<file path="src/hdl/mbd_pkg.sv">
// ----------------------------------------------------------------------------
// mbd_pkg: shared types and constants of the multi-button debouncer
// Register indexes, reset values and the control/event bundles exchanged
// between the top level and the per-button cells.
// ----------------------------------------------------------------------------
package mbd_pkg;

    // Configuration register indexes
    localparam logic REG_SETTLE_TICKS = 1'b0;
    localparam logic REG_ENABLE_MASK  = 1'b1;

    // Reset values of the configuration registers
    localparam logic [7:0] RESET_SETTLE = 8'd5;
    localparam logic [7:0] RESET_ENABLE = 8'd3;

    // Most events one tick can produce; larger room values clamp here
    localparam logic [3:0] MAX_ROOM = 4'd8;

    // Request type codes
    localparam logic REQ_EDGE = 1'b0;
    localparam logic REQ_TICK = 1'b1;

    // Broadcast control from the top level to every cell
    typedef struct packed {
        logic       tick;    // tick transfer this cycle: lower countdowns
        logic       shift;   // scan token moves one cell down the chain
        logic [7:0] settle;  // countdown load value for edges
    } cell_ctl_t;

    // Event offered by the cell that holds the scan token
    typedef struct packed {
        logic emit;
        logic released;
    } cell_evt_t;

endpackage

</file>
<file path="src/hdl/mbd_cell.sv">
// ----------------------------------------------------------------------------
// mbd_cell: state of one button and one stage of the scan chain
// Holds the pending mark, settle countdown and debounced level of a button,
// and passes the scan token with the remaining output room to its neighbor.
// ----------------------------------------------------------------------------
module mbd_cell (
    input  logic                aclk,
    input  logic                aresetn,
    input  mbd_pkg::cell_ctl_t  ctl,
    input  logic                edge_hit,
    input  logic                enable,
    input  logic                level,
    input  logic                tok_in,
    input  logic [3:0]          room_in,
    output logic                tok_out,
    output logic [3:0]          room_out,
    output mbd_pkg::cell_evt_t  evt
);

    logic       tok_reg,     tok_next;
    logic [3:0] room_reg,    room_next;
    logic       pending_reg, pending_next;
    logic [7:0] count_reg,   count_next;
    logic       stable_reg,  stable_next;

    logic at_zero;
    logic act;
    logic differs;
    logic emit;
    logic retry;

    // Scan decision for this button while it holds the token
    assign at_zero = (count_reg == 8'd0);
    assign act     = tok_reg & enable & pending_reg & at_zero;
    assign differs = (level != stable_reg);
    assign emit    = act & differs & (room_reg != 4'd0);
    assign retry   = act & differs & (room_reg == 4'd0);

    assign tok_out      = tok_reg;
    assign room_out     = room_reg - {3'd0, emit};
    assign evt.emit     = emit;
    assign evt.released = level;

    // Next state
    always_comb begin
        tok_next     = ctl.shift ? tok_in : tok_reg;
        room_next    = ctl.shift ? room_in : room_reg;
        pending_next = pending_reg;
        count_next   = count_reg;
        stable_next  = stable_reg;
        if (edge_hit && enable) begin
            count_next   = ctl.settle;
            pending_next = 1'b1;
        end else if (ctl.tick && enable && !at_zero) begin
            count_next = count_reg - 8'd1;
        end else if (ctl.shift && act) begin
            if (retry) begin
                // no room: sample again on the next tick
                count_next = 8'd1;
            end else begin
                pending_next = 1'b0;
            end
            if (emit) begin
                stable_next = level;
            end
        end
    end

    always_ff @(posedge aclk) begin
        if (!aresetn) begin
            tok_reg     <= 1'b0;
            pending_reg <= 1'b0;
            count_reg   <= 8'd0;
            stable_reg  <= 1'b1;
        end else begin
            tok_reg     <= tok_next;
            pending_reg <= pending_next;
            count_reg   <= count_next;
            stable_reg  <= stable_next;
        end
    end

    // Room travels with the token; no reset needed
    always_ff @(posedge aclk) begin
        room_reg <= room_next;
    end

endmodule

</file>
<file path="src/hdl/multi_button_debouncer_unit.sv">
// ----------------------------------------------------------------------------
// multi_button_debouncer_unit: settle-timer debouncer for up to 8 buttons
// Edge transfers restart an enabled button's countdown; tick transfers lower
// enabled countdowns and scan the buttons in index order, emitting press/release
// events limited by the supplied queue room.
// ----------------------------------------------------------------------------
//  channel  | ports                                               | direction
//  ---------+-----------------------------------------------------+----------
//  s_       | s_valid/s_ready, req_type, button_index, pin_levels, | in
//           | queue_room                                          |
//  m_       | m_valid/m_ready, event_button, event_released,      | out
//           | event_last                                          |
//  cfg_     | cfg_wr_en, cfg_index, cfg_wdata                      | in
//
// In a tick transfer a token walks the chain of button cells one cell per
// cycle unless stalled. s_ready is low while a tick scan runs. A stalled m_
// channel holds the token in place when its holder has an event while one
// event waits in the output register and one in the hold stage. Reset
// (aresetn, synchronous) marks all buttons released, idle.
// ----------------------------------------------------------------------------
module multi_button_debouncer_unit #(
    parameter int NUM_BUTTONS = 8
) (
    input  logic       aclk,
    input  logic       aresetn,
    // input channel
    input  logic       s_valid,
    output logic       s_ready,
    input  logic       s_req_type,
    input  logic [2:0] s_button_index,
    input  logic [7:0] s_pin_levels,
    input  logic [3:0] s_queue_room,
    // result channel
    output logic       m_valid,
    input  logic       m_ready,
    output logic [2:0] m_event_button,
    output logic       m_event_released,
    output logic       m_event_last,
    // configuration
    input  logic       cfg_wr_en,
    input  logic       cfg_index,
    input  logic [7:0] cfg_wdata
);

    logic [7:0] settle_reg, mask_reg;
    logic [7:0] pins_reg;
    logic       busy_reg,   busy_next;
    logic       hold_valid_reg, hold_valid_next;
    logic [2:0] hold_button_reg, hold_button_next;
    logic       hold_released_reg, hold_released_next;
    logic       m_valid_reg, m_valid_next;
    logic [2:0] m_button_reg, m_button_next;
    logic       m_released_reg, m_released_next;
    logic       m_last_reg, m_last_next;

    logic                s_fire;
    logic                tick_fire;
    logic [3:0]          room_clamped;
    logic [NUM_BUTTONS:0] tok_chain;
    logic [3:0]          room_chain [NUM_BUTTONS+1];
    logic [NUM_BUTTONS-1:0] edge_hit;
    logic [NUM_BUTTONS-1:0] tok_cells;
    mbd_pkg::cell_evt_t  evt [NUM_BUTTONS];
    mbd_pkg::cell_ctl_t  ctl;

    logic       emit_any;
    logic [2:0] ev_button;
    logic       ev_released;
    logic       tok_any;
    logic       out_free;
    logic       stall;

    // Handshake and broadcast control
    assign s_ready   = !busy_reg;
    assign s_fire    = s_valid && s_ready;
    assign tick_fire = s_fire && (s_req_type == mbd_pkg::REQ_TICK);
    assign room_clamped = (s_queue_room > mbd_pkg::MAX_ROOM) ? mbd_pkg::MAX_ROOM
                                                             : s_queue_room;
    assign out_free  = !m_valid_reg || m_ready;
    assign stall     = emit_any && hold_valid_reg && !out_free;

    assign ctl.tick   = tick_fire;
    assign ctl.shift  = !stall;
    assign ctl.settle = settle_reg;

    assign tok_chain[0]  = tick_fire;
    assign room_chain[0] = room_clamped;
    assign tok_any       = |tok_cells;

    // Edge decode
    always_comb begin
        for (int i = 0; i < NUM_BUTTONS; i++) begin
            edge_hit[i] = s_fire && (s_req_type == mbd_pkg::REQ_EDGE)
                          && (32'(s_button_index) == i);
        end
    end

    // Button cells
    for (genvar g = 0; g < NUM_BUTTONS; g++) begin : g_cell
        logic en_g;
        logic lvl_g;
        if (g < 8) begin : g_mapped
            assign en_g  = mask_reg[g];
            assign lvl_g = pins_reg[g];
        end else begin : g_unmapped
            assign en_g  = 1'b0;
            assign lvl_g = 1'b0;
        end
        mbd_cell u_cell (
            .aclk     (aclk),
            .aresetn  (aresetn),
            .ctl      (ctl),
            .edge_hit (edge_hit[g]),
            .enable   (en_g),
            .level    (lvl_g),
            .tok_in   (tok_chain[g]),
            .room_in  (room_chain[g]),
            .tok_out  (tok_chain[g+1]),
            .room_out (room_chain[g+1]),
            .evt      (evt[g])
        );
        assign tok_cells[g] = tok_chain[g+1];
    end

    // Gather the event of the token holder
    always_comb begin
        emit_any    = 1'b0;
        ev_button   = 3'd0;
        ev_released = 1'b0;
        for (int i = 0; i < NUM_BUTTONS; i++) begin
            if (evt[i].emit) begin
                emit_any    = 1'b1;
                ev_button   = 3'(i);
                ev_released = evt[i].released;
            end
        end
    end

    // Hold stage and output register: an event waits in hold until the next
    // event or the end of the scan tells whether it is the last one
    always_comb begin
        busy_next          = busy_reg;
        hold_valid_next    = hold_valid_reg;
        hold_button_next   = hold_button_reg;
        hold_released_next = hold_released_reg;
        m_valid_next       = m_valid_reg && !m_ready;
        m_button_next      = m_button_reg;
        m_released_next    = m_released_reg;
        m_last_next        = m_last_reg;
        if (tick_fire) begin
            busy_next = 1'b1;
        end else if (busy_reg && tok_any) begin
            if (emit_any && !stall) begin
                if (hold_valid_reg) begin
                    m_valid_next    = 1'b1;
                    m_button_next   = hold_button_reg;
                    m_released_next = hold_released_reg;
                    m_last_next     = 1'b0;
                end
                hold_valid_next    = 1'b1;
                hold_button_next   = ev_button;
                hold_released_next = ev_released;
            end
        end else if (busy_reg) begin
            // scan finished: flush the final event with the last mark
            if (!hold_valid_reg) begin
                busy_next = 1'b0;
            end else if (out_free) begin
                m_valid_next    = 1'b1;
                m_button_next   = hold_button_reg;
                m_released_next = hold_released_reg;
                m_last_next     = 1'b1;
                hold_valid_next = 1'b0;
                busy_next       = 1'b0;
            end
        end
    end

    always_ff @(posedge aclk) begin
        if (!aresetn) begin
            busy_reg       <= 1'b0;
            hold_valid_reg <= 1'b0;
            m_valid_reg    <= 1'b0;
        end else begin
            busy_reg       <= busy_next;
            hold_valid_reg <= hold_valid_next;
            m_valid_reg    <= m_valid_next;
        end
    end

    always_ff @(posedge aclk) begin
        hold_button_reg   <= hold_button_next;
        hold_released_reg <= hold_released_next;
        m_button_reg      <= m_button_next;
        m_released_reg    <= m_released_next;
        m_last_reg        <= m_last_next;
        if (tick_fire) begin
            pins_reg <= s_pin_levels;
        end
    end

    // Configuration registers
    always_ff @(posedge aclk) begin
        if (!aresetn) begin
            settle_reg <= mbd_pkg::RESET_SETTLE;
            mask_reg   <= mbd_pkg::RESET_ENABLE;
        end else if (cfg_wr_en) begin
            unique case (cfg_index)
                mbd_pkg::REG_SETTLE_TICKS: settle_reg <= cfg_wdata;
                mbd_pkg::REG_ENABLE_MASK:  mask_reg   <= cfg_wdata;
                default:                   settle_reg <= settle_reg;
            endcase
        end
    end

    assign m_valid          = m_valid_reg;
    assign m_event_button   = m_button_reg;
    assign m_event_released = m_released_reg;
    assign m_event_last     = m_last_reg;

endmodule
</file>
<file path="config.mk">
export PLATFORM = sky130hd
export DESIGN_NAME = multi_button_debouncer_unit
export DESIGN_NICKNAME = d
export VERILOG_FILES = /design/src/hdl/mbd_pkg.sv /design/src/hdl/mbd_cell.sv /design/src/hdl/multi_button_debouncer_unit.sv
export SDC_FILE = /design/constraint.sdc
export NUM_CORES = 1
export LEC_CHECK = 0
export CELL_PAD_IN_SITES_DETAIL_PLACEMENT = 1
export CELL_PAD_IN_SITES_GLOBAL_PLACEMENT = 1
export CORE_AREA = 8 8 147 149
export CTS_CLUSTER_DIAMETER = 60
export DETAILED_ROUTE_END_ITERATION = 10
export DIE_AREA = 0 0 155 157
export DONT_BUFFER_PORTS = 1
export GPL_ROUTABILITY_DRIVEN = 1
export PLACE_DENSITY = 0.83
export SYNTH_ARGS = -nofsm -noshare
export SYNTH_HDL_FRONTEND = slang
export SYNTH_SLANG_ARGS = --single-unit
</file>
<file path="constraint.sdc">
create_clock -name aclk -period 2.88 [get_ports aclk]
set_clock_uncertainty 0.2 [all_clocks]
set_input_delay 0.576 -clock aclk [delete_from_list [all_inputs] [get_ports aclk]]
set_output_delay 0.576 -clock aclk [all_outputs]
set_load 0.05 [all_outputs]
</file>
==> results by stage, run 1 <==
Status:
- The flow ran to the end, but the final reports show violations.
- The final reports fail on negative setup slack.

Detailed routing:
- The final layout contains routed wiring with a total length of 28.9 mm.
- After detailed routing, the number of remaining DRC violations is 0.
- The post-route antenna net violation count is 0.
- In the final routed layout, each cell accounts on average for 22.5 um.
- In the routed layout, each cell is associated on average with a via count of 6.14.
- The initial detailed-routing violation count is 693.
- The number of optimization iterations in the first detailed-route pass is 5.
- For this block, the via count after detailed routing is 7886.

Global route:
- Across every metal layer, demand over resource in global routing totals 22.9%.
- The total grt overflow is 0.
- The maximum number of pins on one net before global-route repair is 48.
- The initial antenna violation count was 0.
- The first global-routing pass estimated 43.8 mm of wire.
- The number of global-route vias before repair came to 8161.

Layout:
- The library cells used most frequently in the layout, excluding fill and tap cells, are 124 x sky130_fd_sc_hd__nand2_1, 106 x sky130_fd_sc_hd__dfxtp_1, 78 x sky130_fd_sc_hd__nor2_1.
- The fraction of final layout cells with drive strength greater than 1 is 15.2%.
- From synthesis to final layout, the design area changed by 17.8%.
- The most common cell after layout, fill and taps aside is sky130_fd_sc_hd__nand2_1.
- The flip-flop count of the largest register after layout is 64.
- Fill cells in the final layout number 2238.
- 0 antenna diodes ended up in the layout.
- The post-layout net count is 1065.

Critical path:
- Together, buffers and inverters on the worst path number 2.
- The required time at the endpoint of the critical path is 3.05 ns.
- The family of cells with the greatest summed delay on the critical path is simple AND/OR/NAND/NOR gates.
- Of all nets on the critical path, the largest fanout is 5.
- On the worst path, the slowest cell contributes a delay of 0.59 ns.
- The signal on the critical path passes through inv_2, ha_1, or4b_4, or4_4, a2bb2oi_4, and4_4, buf_4, o211ai_1, mux2i_1.
- The slowest cell on the critical path is sky130_fd_sc_hd__or4_4.
- For the worst setup path, the data arrival time is 3.18 ns.
- STA classifies the critical path startpoint as a flop.
- By startpoint and endpoint, the worst setup path is classified as reg -> reg.
- STA classifies the critical path endpoint as a flop.

Yosys:
- The share of the yosys chip area belonging to registers is 43.3%.
- The most used flip-flop cell after synthesis is sky130_fd_sc_hd__dfxtp_1.
- The gate count after technology mapping is 963.
- The number of nets handed over by synthesis was 1022.
- The total of warnings raised by yosys is 0.
- The post-synthesis cell type with the largest combined area is sky130_fd_sc_hd__dfxtp_1.
- In this run, distinct cell masters in the synthesized netlist total 75.
- The proportion of register bits with asynchronous set or reset after synthesis is 0%.
- By area the synthesized netlist is led by sky130_fd_sc_hd__dfxtp_1 26%, sky130_fd_sc_hd__edfxtp_1 18%, sky130_fd_sc_hd__nand2_1 5.7%, sky130_fd_sc_hd__a21oi_1 4.6%, sky130_fd_sc_hd__ha_1 4.3%.
- The area of the mapped netlist is 8340 um2.
- The synthesized design devotes to its leading area cell type 25.7% of total area.
- In this run, synthesis produced a sequential element count of 156.
- Counting flops with a built-in enable in the synthesized netlist gives 49.
- The mean area per synthesized cell is 8.66 um2.

Clocking:
- The clock net in this run drives a total of 156 sinks.
- The clock tree from TritonCTS is done.
- The root buffer selected by CTS is sky130_fd_sc_hd__clkbuf_16.
- The clock buffer count from CTS is 17.
- For the worst-skew pair, the clock arrives at the later sink with an insertion delay of 0.45 ns.
- The H-tree level count is 4.
- Counting along the longest clock path gives a buffer depth of 2.
- Clock-pin slew was measured on the worst setup and hold paths at 0.07 ns.

Timing:
- The total count of hold-check failures in the final report is 0.
- The number of pins with negative max-slew slack in the final report is 0.
- The worst-case headroom to the max-slew limit is 51.0%.
- The transition at the pin with the smallest max-transition slack is 0.734 ns.
- The final worst hold slack is 0.0218 ns.
- Setup repair after global routing could not meet its margin everywhere.
- After layout, the worst setup slack is -0.129 ns.
- The maximum clock frequency is 332 MHz.
- Setup violations remaining at the end of the flow were counted as 11.
- In the finished design, the share of the clock period the worst path needs comes to 104%.
- The time the worst path needs with I/O delays and setup is 3.01 ns.
- Setup total negative slack on the finished layout was measured at -0.283 ns.

Power:
- The worst-case IR drop observed on VDD is 0.428 mV.
- The share of power burned in registers is 42.8%.
- Of the total power, combinational logic draws 16.8%.
- For this design the ratio of total power to cell area is 602 nW/um2.
- The clock network is responsible for 40.4% of the overall power.
- The internal power of the cells totals 4.13 mW.
- For this design the total switching power over the nets is 1.79 mW.
- The switching portion of total power is 30.2%.
- The static leakage is 3.99 nW.

Placed design:
- The placed wire-length estimate after detailed placement is 19.0 mm.
- The final estimated routing congestion in global placement is 0.829.
- The number of port buffers is 0.
- Timing analysis after detailed placement gives a worst setup slack of -0.160 ns.

Floorplanning:
- The die height is 157 um.
- The number of standard-cell rows in the floorplan is 51.
- The area enclosed by the die boundary is 24300 um2.
- For this design the top-level I/O count stands at 37.
- Measured along the x axis, the die boundary spans 155 um.
- For this configuration, the core starts out at a cell density of 43.4%.
- The core region is 19200 um2.

Min path:
- The worst min-delay path category is in -> reg.

Job:
- The number of violations of the max-capacitance limit is 0.
==> Yosys cell counts (3+ instances only) <==
cell type / n
sky130_fd_sc_hd__ha_1: 29
sky130_fd_sc_hd__o221ai_1: 3
sky130_fd_sc_hd__and3_1: 7
sky130_fd_sc_hd__or3_1: 9
sky130_fd_sc_hd__nand4_1: 7
sky130_fd_sc_hd__inv_1: 60
sky130_fd_sc_hd__nand2_1: 126
sky130_fd_sc_hd__o211a_1: 4
sky130_fd_sc_hd__or4_1: 3
sky130_fd_sc_hd__xnor2_1: 24
sky130_fd_sc_hd__nand3_1: 32
sky130_fd_sc_hd__a221oi_1: 18
sky130_fd_sc_hd__clkbuf_1: 43
sky130_fd_sc_hd__nor2_1: 79
sky130_fd_sc_hd__nor4_1: 21
sky130_fd_sc_hd__o21ai_0: 45
sky130_fd_sc_hd__edfxtp_1: 49
sky130_fd_sc_hd__xor2_1: 23
sky130_fd_sc_hd__o21a_1: 4
sky130_fd_sc_hd__mux2i_1: 7
sky130_fd_sc_hd__o211ai_1: 11
sky130_fd_sc_hd__or4_4: 4
sky130_fd_sc_hd__a311oi_1: 3
sky130_fd_sc_hd__dfxtp_1: 107
sky130_fd_sc_hd__a21oi_1: 76
sky130_fd_sc_hd__nor3_1: 28
sky130_fd_sc_hd__nand2b_1: 7
sky130_fd_sc_hd__a311o_1: 3
sky130_fd_sc_hd__o22ai_1: 14
sky130_fd_sc_hd__a32oi_1: 5
sky130_fd_sc_hd__a31oi_1: 9
sky130_fd_sc_hd__and2_1: 8
sky130_fd_sc_hd__nor2b_1: 17
sky130_fd_sc_hd__or3b_2: 7
sky130_fd_sc_hd__o31ai_1: 5
sky130_fd_sc_hd__a22oi_1: 16
==> metal layers <==
metal | track usage (%) | vias up | part of all wire (%)
li1 | - | 3572 | -
met1 | 25.2 | 3936 | 39
met2 | 41.1 | 274 | 51
met3 | 4.58 | 104 | 4.8
met4 | 12.6 | 0 | 5.1
met5 | 0 | - | 0
==> through the flow <==
step,area [um2],cells,utilization [%],power [mW]
2_1_floorplan,8350,963,-,3.26
3_3_place_gp,8970,1240,46.7,3.49
3_5_place_dp,8970,1240,46.7,3.53
4_1_cts,9610,1273,50.0,5.88
5_1_grt,9830,1284,51.2,6.15
6_report,9830,1284,51.2,5.91
==> logic make-up after synthesis <==
family                   after synthesis  synth area share, %
AO/OA/AOI/OAI                        243                 19.2
adder cells (fa/ha/maj)               29                 4.35
XOR/XNOR                              47                 4.93
buffers and inverters                108                 5.10
flip-flops                           156                 43.3
AND/OR/NAND/NOR                      373                 22.3
multiplexers                           7                0.840
==> layout make-up <==
type                    instances  area (um2)  share of cell area (%)
clock inverters                15         176                    1.80
flip-flops and latches        156        3610                    36.8
repair buffers                 70         573                    5.83
inverters                      61         229                    2.33
well taps                     265         332                    3.37
clock buffers                  17         425                    4.33
multi-input cells             700        4480                    45.5
==> power by group through the flow <==
stage	clock network, mW	registers (mW)	logic (mW)
4_1_cts	2.38	2.53	0.966
6_report	2.39	2.53	0.993
3_3_place_gp	0	2.57	0.925
3_5_place_dp	0	2.58	0.950
5_1_grt	2.49	2.54	1.12
2_1_floorplan	0	2.52	0.732
==> final timing paths <==
kind | startpoint | endpoint | slack, ns | cells past startpoint
setup / recovery | g_cell[7].u_cell.count_reg[0] | g_cell[6].u_cell.stable_reg | -0.13 | 9
hold / removal | s_pin_levels[5] | pins_reg[5] | 0.02 | 0
hold reg to reg | hold_button_reg[0] | m_event_button[0] | 0.23 | 0
setup reg to reg | g_cell[7].u_cell.count_reg[0] | g_cell[6].u_cell.stable_reg | -0.13 | 9
==> what timing repair did <==
item,CTS,global route
hold buffers,1,0
pin swaps,2,11
buffers inserted,0,10
resized for setup,6,27
cloned,0,1
endpoints found under the setup margin,58,78
hold endpoints to repair,1,0
(Power assumes the default switching activity.)
==> run 2: changes to the inputs <==
--- a/config.mk
+++ b/config.mk
@@ -14,6 +14,7 @@
 export DONT_BUFFER_PORTS = 1
 export GPL_ROUTABILITY_DRIVEN = 1
 export PLACE_DENSITY = 0.83
+export RECOVER_POWER = 100
 export SYNTH_ARGS = -nofsm -noshare
 export SYNTH_HDL_FRONTEND = slang
 export SYNTH_SLANG_ARGS = --single-unit
==> constraint.sdc (replaced) <==
create_clock -name aclk -period 2.6 [get_ports aclk]
set_clock_uncertainty 0.2 [all_clocks]
set_input_delay 0.52 -clock aclk [delete_from_list [all_inputs] [get_ports aclk]]
set_output_delay 0.52 -clock aclk [all_outputs]
set_load 0.05 [all_outputs]
==> run 2 against run 1 <==
  * The run ends with negative hold slack, negative setup slack left
  * Total power is 18% higher
  * Wire length is 68% higher
  * Final cell count up 10%
  * Worst setup slack worse by 0.91 ns
  * Sequential share of layout area is 5.7 points lower
  * Flip-flop and latch count did not move
  * Global-route usage is 9.4 points higher
  * Maximum frequency fell by 17%
  * Hold slack lost 0.022 ns
  * Sequential power increased by 11%
  * Largest cell class unchanged
==> results by stage, run 2 (synthesis results as in run 1) <==
Layout:
- After the last flow step, the layout net total stands at 1192.
- The post-layout instance count excluding filler cells is 1413.
- The growth of design area from synthesis to finish is 40.0%.
- Measured on the finished design, the core utilization comes to 60.8%.
- The fraction of final layout cells with drive strength greater than 1 is 32.7%.
- The register with the most flip-flops in the layout has 64 of them.
- The most common cell after layout, fill and taps aside is sky130_fd_sc_hd__buf_4.
- In the layout the commonest cells are 150 x sky130_fd_sc_hd__buf_4, 120 x sky130_fd_sc_hd__nand2_1, 97 x sky130_fd_sc_hd__dfxtp_1.

Floorplanning:
- The die covers 24300 um2.
- The die height is 157 um.
- The core region is 19200 um2.
- The width of the die is 155 um.
- The number of top-level design ports is 37.
- The initial core utilization is 43.4%.
- The number of standard-cell rows in the floorplan is 51.

Clocking:
- In this run the number of H-tree levels came out at 4.
- The tree is rooted in a sky130_fd_sc_hd__clkbuf_16.
- The clock drives 156 sinks.
- The number of clock buffers added by TritonCTS is 17.
- The clock passes through at most 2 buffers.
- TritonCTS built the clock tree.
- The clock reaches the later pin of the worst-skew pair after 0.47 ns.
- The CTS clock-pin slew for the worst setup and hold paths is 0.08 ns.

Global route:
- The number of global-route vias before repair is 9701.
- The initial antenna violation count came to 2.
- Summed over all layers, the global routing overflow is 0.
- The first global-routing pass estimated 59.1 mm of wire.
- The maximum number of pins on one net before global-route repair is 79.
- For this run, the total global-route usage over all layers was measured as 32.4%.

Critical path:
- Tracing the worst setup path back leads to its startpoint at g_cell[7].u_cell.count_reg[0].
- The kind of cell with the highest combined delay along the critical path is simple AND/OR/NAND/NOR gates.
- STA classifies the critical path startpoint as a flop.
- For this run, the slowest stage of the critical path takes 0.83 ns.
- The slowest stage of the critical path belongs to the cell sky130_fd_sc_hd__nor4_1.
- The startpoint of the most critical register-to-register path is g_cell[7].u_cell.count_reg[0].
- For the worst setup path, the data required time is 2.72 ns.
- The worst setup path is of the reg -> reg kind.
- The signal on the critical path passes through inv_4, ha_4, or4b_4, buf_4, buf_4, nor4_1, nand2_1, a2bb2oi_4, o22ai_2.
- At the worst endpoint, the arrival time is 3.77 ns.
- Along the worst path, the maximum fanout reaches 7.
- The cell with the most instances on the worst path is sky130_fd_sc_hd__buf_4.
- The buffering stage count on the worst path with inverters included is 3.
- STA classifies the critical path endpoint as a flop.

Placed design:
- The final estimated routing congestion in global placement is 0.876.
- The wire-length estimate of the detail-placed layout is 21.4 mm.
- Port buffering added 0 buffers.
- Including well taps, the total number of placed cells is 1324.

Timing:
- Once routing completed, OpenROAD measured the worst setup slack at -1.04 ns.
- The final worst hold slack is -0.000111 ns.
- The time the worst path needs with I/O delays and setup is 3.64 ns.
- The worst-case headroom to the max-slew limit is 33.9%.
- The transition at the pin with the smallest max-transition slack is 0.983 ns.
- The summed negative setup slack over all endpoints is -44.39 ns.
- The period utilization is 140%.
- The maximum clock frequency is 274 MHz.
- The number of pins with negative max-slew slack in the final report came to 0.
- Setup repair after global routing could not meet its margin everywhere.
- Setup violations remaining at the end of the flow were counted as 120.
- The total count of hold-check failures in the final report is 1.

Power:
- The total power draw is 6.99 mW.
- IR analysis of the VDD net gives a maximum drop of 0.640 mV.
- In this run the power density over the cells is 598 nW/um2.
- The static leakage is 4.66 nW.

Status:
- The final reports fail on negative hold slack, negative setup slack.
- The flow ran to the end, but the final reports show violations.

Min path:
- The worst min-delay path category is in -> reg.
- The worst hold path begins at cfg_wdata[3].

Detailed routing:
- The number of vias per cell after detailed routing is 7.10.
- The initial detailed-routing violation count is 1298.
- The number of design rule violations left after detail routing is 0.
- The per-cell routed wire length is 34.3 um.
- The final route contains 10038 vias.
- The count of nets left with antenna violations once routing finished came out at 0.
- Before antenna repair, the detailed router went through 6 iterations.
- The overall routed net length is 48.5 mm.

Job:
- Across the run, the number of max-cap violations was 0.
[run 2: cell count changes in the layout (fill, tap and decap cells not counted), sizes merged]
cell / change
buf: +109
bufinv: -2
clkbuf: +2
clkinv: +3
diode: +2
dlygate4sd3: +10
inv: -1
nand2: +7
nand4: -1
[run 2: area by class of cell]
class	instances	area, um2
Antenna cell	2	5.00
Clock buffer	17	425
Clock inverter	15	124
Fill cell	2105	7520
Inverter	61	234
Multi-Input combinational cell	706	5270
Sequential cell	156	3630
Tap cell	265	332
Timing Repair Buffer	191	1660
[run 2: path summary, 6_finish.rpt]
check,endpoint,slack (ns),depth (start not counted)
hold / removal,settle_reg[3],-0.0001,2
setup / recovery,g_cell[7].u_cell.count_reg[1],-1.04,9
setup reg to reg,g_cell[7].u_cell.count_reg[1],-1.04,9
hold reg to reg,m_event_button[2],0.24,0
[run 2: routing by layer]
metal,up-vias,wire (um),global-route usage [%]
li1,3837,-,-
met1,4820,16100,34.5
met2,951,21100,54.5
met3,428,5960,9.21
met4,2,5200,23.6
met5,-,13,0
[run 2: stage by stage]
| step | worst slack (ns) | cell area [um2] |
|---|---|---|
| 3_3_place_gp | -0.193 | 9640 |
| 2_1_floorplan | -0.230 | 8390 |
| 3_5_place_dp | -0.340 | 9640 |
| 4_1_cts | -0.215 | 10900 |
| 5_1_grt | -1.09 | 11700 |
| 6_report | -1.04 | 11700 |
[run 2: where the power goes]
part | switching (mW) | internal [mW]
Clock | 1.33 | 1.26
Combinational | 0.946 | 0.659
Sequential | 0.158 | 2.64
[run 2: what timing repair did]
action | in CTS | in global routing
hold buffers | 10 | 1
endpoints found under the setup margin | 116 | 125
pin swaps | 34 | 42
buffers inserted | 11 | 30
cloned | 6 | 3
gates resized for setup | 108 | 113
endpoints found under the hold margin | 19 | 1
